$ cat src/tlaik_pkg.sv
// Shared types, widths and constants for the two-link arm inverse kinematics block.
// No dependencies; every other file imports it.
package tlaik_pkg;

    localparam int DATA_WIDTH_DEF = 16;

    localparam int COORD_W = 16;
    localparam int LEN_W   = 15;
    localparam int ANG_W   = 16;
    localparam int ELB_W   = 14;
    localparam int IDX_W   = 2;

    localparam int DIV_W      = 31;
    localparam int DIV_STEPS  = DIV_W;
    localparam int SQRT_W     = 31;
    localparam int SQRT_STEPS = SQRT_W;
    localparam int RAD_W      = 2 * SQRT_W;
    localparam int REM_W      = SQRT_W + 2;

    localparam int CORDIC_STEPS = 17;
    localparam int CORDIC_LAT   = CORDIC_STEPS + 1;
    localparam int Z_W          = 20;
    localparam int LINK_W       = 50;
    localparam int TGT_W        = 48;
    localparam int ELB_CW       = 34;

    localparam logic signed [Z_W-1:0] PI_Q16 = 20'sd205887;
    localparam logic signed [Z_W-1:0] ATAN_Q16 [CORDIC_STEPS] = '{
        20'sd51472, 20'sd30386, 20'sd16055, 20'sd8150, 20'sd4091, 20'sd2047,
        20'sd1024, 20'sd512, 20'sd256, 20'sd128, 20'sd64, 20'sd32, 20'sd16,
        20'sd8, 20'sd4, 20'sd2, 20'sd1
    };

    localparam logic [ELB_W-1:0] ELBOW_MAX = 14'd12868;
    localparam logic [LEN_W-1:0] L1_RESET  = 15'd8192;
    localparam logic [LEN_W-1:0] L2_RESET  = 15'd6144;

    localparam logic [IDX_W-1:0] REG_UPPER_LINK = 2'd0;
    localparam logic [IDX_W-1:0] REG_LOWER_LINK = 2'd1;

    typedef struct packed {
        logic signed [COORD_W-1:0] target_x;
        logic signed [COORD_W-1:0] target_y;
    } t_ik_in;

    typedef struct packed {
        logic signed [ANG_W-1:0] shoulder_angle;
        logic [ELB_W-1:0]        elbow_angle;
        logic                    out_of_reach;
    } t_ik_out;

    typedef struct packed {
        logic                      neg;
        logic                      flag;
        logic signed [COORD_W-1:0] x;
        logic signed [COORD_W-1:0] y;
    } t_div_sb;

    typedef struct packed {
        logic                      flag;
        logic signed [31:0]        c2;
        logic signed [COORD_W-1:0] x;
        logic signed [COORD_W-1:0] y;
    } t_sqrt_sb;

endpackage

$ cat src/tlaik_sqrt.sv
// Pipelined integer square root, one root bit per stage (floor result).
// Depends on tlaik_pkg.
module tlaik_sqrt import tlaik_pkg::*; #(
    parameter int SB_W = 1
) (
    input  logic              i_clk,
    input  logic              i_rst_n,
    input  logic              i_en,
    input  logic              i_valid,
    input  logic [RAD_W-1:0]  i_rad,
    input  logic [SB_W-1:0]   i_sb,
    output logic              o_valid,
    output logic [SQRT_W-1:0] o_root,
    output logic [SB_W-1:0]   o_sb
);

    logic [RAD_W-1:0]  r_rad  [SQRT_STEPS];
    logic [REM_W-1:0]  r_rem  [SQRT_STEPS];
    logic [SQRT_W-1:0] r_root [SQRT_STEPS+1];
    logic [SB_W-1:0]   r_sb   [SQRT_STEPS+1];
    logic              r_v    [SQRT_STEPS+1];

    always_ff @(posedge i_clk) begin
        if (!i_rst_n) begin
            r_v[0] <= 1'b0;
        end else if (i_en) begin
            r_v[0] <= i_valid;
        end
    end

    always_ff @(posedge i_clk) begin
        if (i_en) begin
            r_rad[0]  <= i_rad;
            r_rem[0]  <= '0;
            r_root[0] <= '0;
            r_sb[0]   <= i_sb;
        end
    end

    for (genvar s = 1; s <= SQRT_STEPS; s++) begin : g_step
        logic [REM_W+1:0] t;
        logic [REM_W+1:0] trial;
        logic [REM_W+2:0] d;
        logic             ge;

        assign t     = {r_rem[s-1], r_rad[s-1][2*(SQRT_STEPS-s)+1 -: 2]};
        assign trial = {2'b00, r_root[s-1], 2'b01};
        assign d     = {1'b0, t} - {1'b0, trial};
        assign ge    = !d[REM_W+2];

        always_ff @(posedge i_clk) begin
            if (!i_rst_n) begin
                r_v[s] <= 1'b0;
            end else if (i_en) begin
                r_v[s] <= r_v[s-1];
            end
        end

        always_ff @(posedge i_clk) begin
            if (i_en) begin
                r_root[s] <= {r_root[s-1][SQRT_W-2:0], ge};
                r_sb[s]   <= r_sb[s-1];
            end
        end

        if (s < SQRT_STEPS) begin : g_rem
            always_ff @(posedge i_clk) begin
                if (i_en) begin
                    r_rem[s] <= ge ? d[REM_W-1:0] : t[REM_W-1:0];
                    r_rad[s] <= r_rad[s-1];
                end
            end
        end
    end

    assign o_valid = r_v[SQRT_STEPS];
    assign o_root  = r_root[SQRT_STEPS];
    assign o_sb    = r_sb[SQRT_STEPS];

endmodule

$ cat config.mk
export PLATFORM = sky130hd
export DESIGN_NAME = tlaik_sqrt
export DESIGN_NICKNAME = d
export VERILOG_FILES = /design/src/tlaik_pkg.sv /design/src/tlaik_sqrt.sv
export SDC_FILE = /design/constraint.sdc
export NUM_CORES = 2
export LEC_CHECK = 0
export BUFFER_PORTS_ARGS = -buffer_cell sky130_fd_sc_hd__buf_2
export CAP_MARGIN = 30
export CORE_MARGIN = 2
export CORE_UTILIZATION = 38
export DETAILED_ROUTE_END_ITERATION = 7
export HOLD_SLACK_MARGIN = 0.03
export SYNTH_ARGS = -nofsm -noshare
export SYNTH_HDL_FRONTEND = slang
export SYNTH_SLANG_ARGS = --single-unit
$ cat constraint.sdc
create_clock -name i_clk -period 4.54 [get_ports i_clk]
set_input_delay 0 -clock i_clk [delete_from_list [all_inputs] [get_ports i_clk]]
set_output_delay 0 -clock i_clk [all_outputs]
set_load 0.1 [all_outputs]
==> run metrics <==
outcome=completed; Chip Height=about 550 um; Post-Syn Instances=between 8000 and 9000; Post-synth EDFFs=2494; initial antenna violation count=2; Residual DRC=0; Primary FF master, synth=edfxtp_1; Cell Chain, Critical Path=ha_1 > a21oi_1 > a21oi_1 > o2111ai_1 > nand3_1 > a2111oi_0 > o41a_1 > nand3_1 > buf_4 > mux2_1; Worst VDD drop=0.3365 mV; fin. max-slew vios=0; total of max-cap violations=0; Hold Path Class=in -> reg; clk root buf=clkbuf_16; flops & latches, synth=2495; Avg Cell Area, Syn=13.10 um^2; PwrDens=501.4 mW/mm^2; Initial Util=0.3822; CTS Buf Count=285; vias in the first global route=68700; gr ovfl total=0; RSZ-0062 raised after global routing=false; IO Count=100; IO buf count=approximately 100; Routed WL=233.1 mm; # nets final=9690; critical path arrival=4490 ps; wire per inst=17.55 um; Clock Skew=about 56 ps; Setup-failing EPs final=0; cts hold-fix bufs=131; setup TNS=0 ps; total number of vias=~68000; Cells after DPL=12650; CP Capture Type=flop; width of the die=550.8 um; Max FO, Critical Path=47; final hold viol count=0; postcts setup bufs=0; syn nets=9239; GPL Wtd Cong=0.8863; H-tree levels=5; Crit-path slowest cell=a2111oi_0; row count=200; Unique masters post-synth=94; antenna-violating nets left=0; Tmin final=slightly below 4000 ps; Slew HR=0.2908; Core Box Area=around 0.3 mm^2; fin cells=approximately 13000; top cell family by delay on the critical path=compound AO/OA/AOI/OAI gates; clock sinks=2495; crit start category=flop; Worst-Skew Late Latency=870 ps; Iteration-0 DRC Markers=4560; Static Leak=49.00 nW; CTS tree=yes; router iterations before antenna repair=8; Tcrit/Tclk final=0.8639; clock buffer depth=4; Vias/cell=5.105; Die ar.=0.3034 mm^2; critical path class=reg -> reg; hpwl dp=about 160 mm; YS warnings=0; Worst-Margin Slew=around 1100 ps; CTS-repair resized insts=0; Synth async-reset ratio=0; Worst-path clk slew=50 ps; Total Routing Usage GR=0.1508; global-route wire length before repair=between 300 and 400 mm; layout cells sized above 1=0.08047; CP bufs+invs=1; synthesized cell area=0.1136 mm^2; Critical Path RT=5110 ps; sequential share of the synthesized area=0.6593; P&R area growth vs syn=14.42%; largest net degree at the start of global routing=175; max incr delay on CP=750 ps; FMAX=roughly 250 MHz
[power by group]
part           switching, W  internal, W  total, W
combinational       0.00703      0.00507    0.0121
clock               0.00930       0.0132    0.0225
sequential          0.00175       0.0289    0.0306
[state kept, by name, summed over array words and instances, names as in the netlist]
name / flops
r_rad: 992
r_sb: 32
r_root: 496
r_rem: 943
r_v: 32
[cell families after synthesis]
| kind of cell | after synthesis | synth area share |
|---|---|---|
| compound gates | 1703 | 0.09125 |
| simple gates | 2277 | 0.09854 |
| other cells | 1 | 0.00003301 |
| fa+ha+maj | 498 | 0.05484 |
| mux | 87 | 0.008435 |
| buf+inv | 839 | 0.02789 |
| flops | 2495 | 0.6593 |
| xor+xnor | 774 | 0.05967 |
[cell usage in the layout (no fill, tap or decap), types with 113 or more instances in the layout]
cell type	count
clkbuf_16	291
nand2_1	627
dlygate4sd3_1	131
inv_1	646
ha_1	498
nand2b_1	113
o21ai_0	480
nor2_1	546
nand3_1	140
nor3_1	186
xor2_1	406
a21o_1	173
a21oi_1	542
xnor2_1	368
edfxtp_1	2494
[cell usage after synthesis, types with 35 or more instances]
master	instances	area, um^2
nor3_1	187	935.9
edfxtp_1	2494	74890
xnor2_1	368	3223
nor4_1	108	675.7
nor2_1	546	2049
nor2b_1	75	469.2
o21a_1	78	585.6
mux2_2	54	608.1
xor2_1	406	3556
inv_1	646	2425
nand2_1	627	2354
o21ai_0	480	2402
nand2b_1	113	706.9
or2_2	35	219.0
nand4_1	57	356.6
nand3_1	140	700.7
o21bai_1	41	307.8
a21oi_1	542	2713
or4_1	52	390.4
or3_1	111	694.4
clkbuf_1	161	604.3
a211oi_1	42	315.3
o31ai_1	46	345.3
a21o_1	173	1299
a31oi_1	53	331.6
ha_1	498	6231
and3_1	91	569.3
[worst paths after layout]
kind | start | to | slack [ps] | cells past startpoint
max | r_rem[5][100] | r_rem[6][5] | 620 | 10
min | i_rst_n | r_v[1][0] | 170 | 3
max reg2reg | r_rem[5][100] | r_rem[6][5] | 620 | 10
min reg2reg | r_rad[0][138] | r_rad[0][200] | 380 | 0
[routing by layer]
layer | global-route usage | part of all wire | up-vias
li1 | - | - | 33020
met1 | 0.1789 | 0.42 | 32940
met2 | 0.2769 | 0.51 | 1340
met3 | 0.01924 | 0.034 | 516
met4 | 0.05693 | 0.036 | 0
met5 | 0 | 0 | -
[worst reg2reg max path, stage by stage, from the launching register on]
cell       delay, ps
edfxtp_1         410
ha_1             380
a21oi_1          240
a21oi_1          130
o2111ai_1        250
nand3_1          200
a2111oi_0        760
o41a_1           420
nand3_1          140
buf_4            350
mux2_1           410
[per-stage QoR]
stage,area (um^2),util,hold WS (ps),total power [W],setup WS [ps]
floorplan,113600,-,98.87,0.03919,1282
global placement,119500,0.4020,177.5,0.04291,571.0
detailed placement,119500,0.4021,178.1,0.04311,508.6
CTS,130000,0.4372,99.86,0.06606,484.7
global route,130000,0.4373,179.2,0.06856,367.9
finish,130000,0.4373,170.1,0.06518,617.9
[layout make-up]
type	instances	area (um^2)
diodes	1	2.502
clock buffers	348	7496
clock inverters	159	1649
fillers	26900	167300
inverters	655	2459
multi-input cells	5340	35620
flip-flops and latches	2495	74910
well taps	3939	4928
repair buffers	348	2935
Note: power is estimated with default switching activity, not from simulation.
