$ cat src/tlaik_pkg.sv
// Shared types, widths and constants for the two-link arm inverse kinematics block.
// No dependencies; every other file imports it.
package tlaik_pkg;

    localparam int DATA_WIDTH_DEF = 16;

    localparam int COORD_W = 16;
    localparam int LEN_W   = 15;
    localparam int ANG_W   = 16;
    localparam int ELB_W   = 14;
    localparam int IDX_W   = 2;

    localparam int DIV_W      = 31;
    localparam int DIV_STEPS  = DIV_W;
    localparam int SQRT_W     = 31;
    localparam int SQRT_STEPS = SQRT_W;
    localparam int RAD_W      = 2 * SQRT_W;
    localparam int REM_W      = SQRT_W + 2;

    localparam int CORDIC_STEPS = 17;
    localparam int CORDIC_LAT   = CORDIC_STEPS + 1;
    localparam int Z_W          = 20;
    localparam int LINK_W       = 50;
    localparam int TGT_W        = 48;
    localparam int ELB_CW       = 34;

    localparam logic signed [Z_W-1:0] PI_Q16 = 20'sd205887;
    localparam logic signed [Z_W-1:0] ATAN_Q16 [CORDIC_STEPS] = '{
        20'sd51472, 20'sd30386, 20'sd16055, 20'sd8150, 20'sd4091, 20'sd2047,
        20'sd1024, 20'sd512, 20'sd256, 20'sd128, 20'sd64, 20'sd32, 20'sd16,
        20'sd8, 20'sd4, 20'sd2, 20'sd1
    };

    localparam logic [ELB_W-1:0] ELBOW_MAX = 14'd12868;
    localparam logic [LEN_W-1:0] L1_RESET  = 15'd8192;
    localparam logic [LEN_W-1:0] L2_RESET  = 15'd6144;

    localparam logic [IDX_W-1:0] REG_UPPER_LINK = 2'd0;
    localparam logic [IDX_W-1:0] REG_LOWER_LINK = 2'd1;

    typedef struct packed {
        logic signed [COORD_W-1:0] target_x;
        logic signed [COORD_W-1:0] target_y;
    } t_ik_in;

    typedef struct packed {
        logic signed [ANG_W-1:0] shoulder_angle;
        logic [ELB_W-1:0]        elbow_angle;
        logic                    out_of_reach;
    } t_ik_out;

    typedef struct packed {
        logic                      neg;
        logic                      flag;
        logic signed [COORD_W-1:0] x;
        logic signed [COORD_W-1:0] y;
    } t_div_sb;

    typedef struct packed {
        logic                      flag;
        logic signed [31:0]        c2;
        logic signed [COORD_W-1:0] x;
        logic signed [COORD_W-1:0] y;
    } t_sqrt_sb;

endpackage

$ cat src/tlaik_div.sv
// Pipelined restoring divider: rounded Q30 ratio mag/den, one quotient bit per stage.
// Depends on tlaik_pkg.
module tlaik_div import tlaik_pkg::*; #(
    parameter int SB_W = 1
) (
    input  logic              i_clk,
    input  logic              i_rst_n,
    input  logic              i_en,
    input  logic              i_valid,
    input  logic [DIV_W-1:0]  i_mag,
    input  logic [DIV_W-1:0]  i_den,
    input  logic [SB_W-1:0]   i_sb,
    output logic              o_valid,
    output logic [DIV_W-1:0]  o_quo,
    output logic [SB_W-1:0]   o_sb
);

    logic [2*DIV_W-1:0] dvd;
    logic [DIV_W-1:0]   r_rem [DIV_STEPS];
    logic [DIV_W-1:0]   r_low [DIV_STEPS];
    logic [DIV_W-1:0]   r_den [DIV_STEPS];
    logic [DIV_W-1:0]   r_q   [DIV_STEPS+1];
    logic [SB_W-1:0]    r_sb  [DIV_STEPS+1];
    logic               r_v   [DIV_STEPS+1];

    // mag * 2^30 + floor(den / 2)
    assign dvd = {1'b0, i_mag, {(DIV_W-1){1'b0}}}
               + {{(DIV_W+1){1'b0}}, i_den[DIV_W-1:1]};

    always_ff @(posedge i_clk) begin
        if (!i_rst_n) begin
            r_v[0] <= 1'b0;
        end else if (i_en) begin
            r_v[0] <= i_valid;
        end
    end

    always_ff @(posedge i_clk) begin
        if (i_en) begin
            r_rem[0] <= dvd[2*DIV_W-1:DIV_W];
            r_low[0] <= dvd[DIV_W-1:0];
            r_den[0] <= i_den;
            r_q[0]   <= '0;
            r_sb[0]  <= i_sb;
        end
    end

    for (genvar s = 1; s <= DIV_STEPS; s++) begin : g_step
        logic [DIV_W:0]   t;
        logic [DIV_W+1:0] d;
        logic             ge;

        assign t  = {r_rem[s-1], r_low[s-1][DIV_STEPS-s]};
        assign d  = {1'b0, t} - {2'b00, r_den[s-1]};
        assign ge = !d[DIV_W+1];

        always_ff @(posedge i_clk) begin
            if (!i_rst_n) begin
                r_v[s] <= 1'b0;
            end else if (i_en) begin
                r_v[s] <= r_v[s-1];
            end
        end

        always_ff @(posedge i_clk) begin
            if (i_en) begin
                r_q[s]  <= {r_q[s-1][DIV_W-2:0], ge};
                r_sb[s] <= r_sb[s-1];
            end
        end

        if (s < DIV_STEPS) begin : g_rem
            always_ff @(posedge i_clk) begin
                if (i_en) begin
                    r_rem[s] <= ge ? d[DIV_W-1:0] : t[DIV_W-1:0];
                    r_low[s] <= r_low[s-1];
                    r_den[s] <= r_den[s-1];
                end
            end
        end
    end

    assign o_valid = r_v[DIV_STEPS];
    assign o_quo   = r_q[DIV_STEPS];
    assign o_sb    = r_sb[DIV_STEPS];

endmodule

$ cat config.mk
export PLATFORM = sky130hd
export DESIGN_NAME = tlaik_div
export DESIGN_NICKNAME = d
export VERILOG_FILES = /design/src/tlaik_pkg.sv /design/src/tlaik_div.sv
export SDC_FILE = /design/constraint.sdc
export NUM_CORES = 2
export LEC_CHECK = 0
export BUFFER_PORTS_ARGS = -buffer_cell sky130_fd_sc_hd__buf_2
export CORE_MARGIN = 5
export CORE_UTILIZATION = 50
export DETAILED_ROUTE_END_ITERATION = 6
export GPL_ROUTABILITY_DRIVEN = 0
export PLACE_DENSITY = 0.68
export SYNTH_ARGS = -nofsm -noshare
export SYNTH_HDL_FRONTEND = slang
export SYNTH_SLANG_ARGS = --single-unit
$ cat constraint.sdc
create_clock -name i_clk -period 3.6 [get_ports i_clk]
set_input_delay 0.18 -clock i_clk [delete_from_list [all_inputs] [get_ports i_clk]]
set_output_delay 0.18 -clock i_clk [all_outputs]
set_load 0.03 [all_outputs]
==> results.cfg <==
[grt]
grt_pass1_wl_mm = 482
grt_overflow = 0
grt_start_max_net_pins = 188
grt_pass1_vias = 92078
grtUsageTotal_pct = 21.0
antenna_found_initial = 4

[finish]
stdcell_count = 16258
nFillCells = 20709
drive_gt1_share_pct = 16.7
fin_area_um2 = 158000
fin_util_pct = 59.4
finalNetCount = 13564
area_growth_pct = 18.1
final_cell_mix = edfxtp_1, inv_1, ha_1
final_common_cell = edfxtp_1

[timing]
finalCritPeriodShare_pct = 103
tightestPinTransition_ns = 1.21
rsz0062_at_grt = true
whs_ns = 0.213
fmax_ghz = 0.270
fin_skew_ns = 0.0592
layout_setup_ws_ns = -0.0996
maxSlewHeadroom_pct = 19.6
finalSetupViolCount = 48
finalHoldViolations = 0
slew_viol_final = 0
layout_min_cycle_time_ns = 3.70

[routing]
wl_mm = 310
drc = 2
avgViaCountPerCell = 5.74
drtIter0Drc = 7801
ant_nets = 0
dr.pass1.iters = 7
vias = 93288
routedWlPerCell_um = 19.1

[die]
die_h_um = 527
row_count = 189
dieArea_um2 = 277000
fp.dieW_um = 527
initial_core_util_pct = 50.3
io_pins = 100
core_um2 = 266000

[clock_tree]
cts_tree = yes
insertion_delay_ns = 0.90
cts_buffers = 280
numClockSinks = 2482
h-tree-depth = 5
cts_root_buf = clkbuf_16
clockBufferDepth = 4
cts.clk_slew.worst_paths_ns = 0.06

[worst_setup_path]
cp-end-kind = flip-flop
crit_path_start_kind = flip-flop
critPathKind = flip-flop to flip-flop
reg2reg_depth = 13
crit_arrival_ns = 4.33
crit_fanout = 10
cp_data_required_time_ns = 4.23

[synthesis]
avgSynthCellArea_um2 = 11.7
synth_top_family_by_area = compound AO/OA/AOI/OAI gates
yosys.area.top_type = edfxtp_1
syn_inst = 11387
synthAdderAreaFrac_pct = 9.45
netlist.area_leader.share_pct = 55.8
ys_ff_latch = 2482
ys_warn_count = 0
yosysUniqueCellTypes = 102
synth_area_leaders = edfxtp_1, ha_1, a21oi_1
synth_edf_count = 2481
synthXorXnorAreaFrac_pct = 4.73
synth-simple-area-share_pct = 8.48
synth_area_um2 = 134000
synth-compound-area-share_pct = 14.4
synth-seq-area-share_pct = 55.8
muxShareOfSynthArea_pct = 3.00
synth_nets = 12444
async_reset_ff_share_pct = 0
synth-main-ff-cell = edfxtp_1

[placement]
io_buffers = 99
hpwl_mm = 213
place_area_um2 = 143000
dpl.cell_count = 15453

[power]
combPwrFrac_pct = 48.3
p_leak_nw = 65.0
p_clk_share_pct = 19.3
power_mw = 146
power.sequential.fraction_pct = 32.4
ir_drop_uv = 473
p_switching_mw = 53.6
p_per_area_nw_per_um2 = 927
p_int_mw = 92.6
swShare_pct = 36.7

[status]
violations = design-rule violations, negative setup slack
status = complete, but fails checks

[hold_path]
holdPathStages = 2
hold_path.class = input pin to flip-flop

[flow_run]
max-cap-violations = 0
-- sequential cells by signal, indices dropped and copies added, names as in the netlist --
register / cells
r_den: 930
r_low: 32
r_q: 496
r_rem: 960
r_sb: 32
r_v: 32
-- cell type report --
cell class	instances	area [um2]	share of cell area (%)
clock buffer	332	7330	4.65
sequential	2482	74500	47.2
multi-input combinational	7525	55700	35.3
antenna	3	7.51	0.00476
timing repair inverter	4	73.8	0.0468
tap	3533	4420	2.80
inverter	1133	4290	2.72
clock inverter	165	1730	1.09
timing repair buffer	1081	9710	6.16
-- power groups by stage --
stage	Sequential [mW]	Combinational (mW)	Clock, mW
after floorplan	45.5	46.4	0
after global placement	47.8	60.4	0
after detailed placement	47.7	62.7	0
after CTS	47.3	65.1	28.9
after global routing	48.0	77.5	30.2
final	47.4	70.6	28.2
-- critical path, cell delays in order, from the launching register on --
cell,delay (ns)
edfxtp_1,0.39
inv_2,0.12
ha_4,0.16
fa_2,0.22
nor2b_2,0.05
o31a_1,0.27
o21ai_2,0.21
a31oi_4,0.15
and4_4,0.23
a2111o_1,0.42
a221o_1,0.36
a31o_4,0.33
clkbuf_16,0.20
mux2_4,0.30
-- final timing paths --
path	startpoint	to	slack [ns]
worst max-delay path	r_den[7][24]$_DFFE_PP_	r_rem[0][274]$_DFFE_PP_	-0.1
worst min-delay path	i_sb	r_sb[0][0]$_DFFE_PP_	0.21
worst max register to register	r_den[7][24]$_DFFE_PP_	r_rem[0][274]$_DFFE_PP_	-0.1
worst min register to register	r_q[1][326]$_DFFE_PP_	r_q[1][358]$_DFFE_PP_	0.40
-- metal layers --
metal,vias to the layer above,global-route usage (%),part of all wire [%]
li1,44220,-,-
met1,45265,27.2,42
met2,2979,36.4,49
met3,824,2.84,5.5
met4,0,7.54,3.9
met5,-,0,0
-- synth_stat cells, types with 28 or more instances --
library cell  count
a211oi_1         89
a21boi_0         38
a21o_1          391
a21oi_1         924
a31o_2           28
a31oi_1          85
and2_1           44
and3_1          118
and4_1           30
buf_2            37
buf_4            43
clkbuf_1        152
edfxtp_1       2481
fa_1             30
ha_1            960
inv_1          1129
mux2_2          298
mux2i_1          33
nand2_1         806
nand2b_1        144
nand3_1         144
nand4_1          78
nor2_1          626
nor2b_1         138
nor3_1          133
o211ai_1         57
o21a_1          157
o21ai_0         755
o21bai_1         72
o31a_1           44
o31ai_1          83
or2_2            38
or3_1            39
xnor2_1         394
xor2_1          327
-- metrics by stage --
| stage | TNS, ns | setup WS, ns |
|---|---|---|
| 2_1_floorplan | 0 | 0.0388 |
| 3_3_place_gp | -44.38 | -0.303 |
| 3_5_place_dp | -83.09 | -0.468 |
| 4_1_cts | -0.0888 | -0.0156 |
| 5_1_grt | -11.85 | -0.168 |
| 6_report | -1.71 | -0.0996 |
-- logic make-up (layout without fill, tap and decap cells) --
group | after synthesis | after routing
AO/OA/AOI/OAI | 3045 | 3054
XOR/XNOR | 721 | 721
buffers and inverters | 1389 | 2715
multiplexers | 354 | 354
flip-flops | 2482 | 2482
AND/OR/NAND/NOR | 2406 | 2406
other | 0 | 3
adder cells (fa/ha/maj) | 990 | 990
-- timing repair --
| item | CTS | global route |
|---|---|---|
| hold buffers | 129 | 0 |
| hold endpoints to repair | 133 | 0 |
| endpoints found under the setup margin | 715 | 812 |
| setup buffers | 38 | 87 |
| pin swaps | 56 | 142 |
| resized for setup | 149 | 415 |
| gates cloned | 16 | 36 |
(Power assumes the default switching activity.)
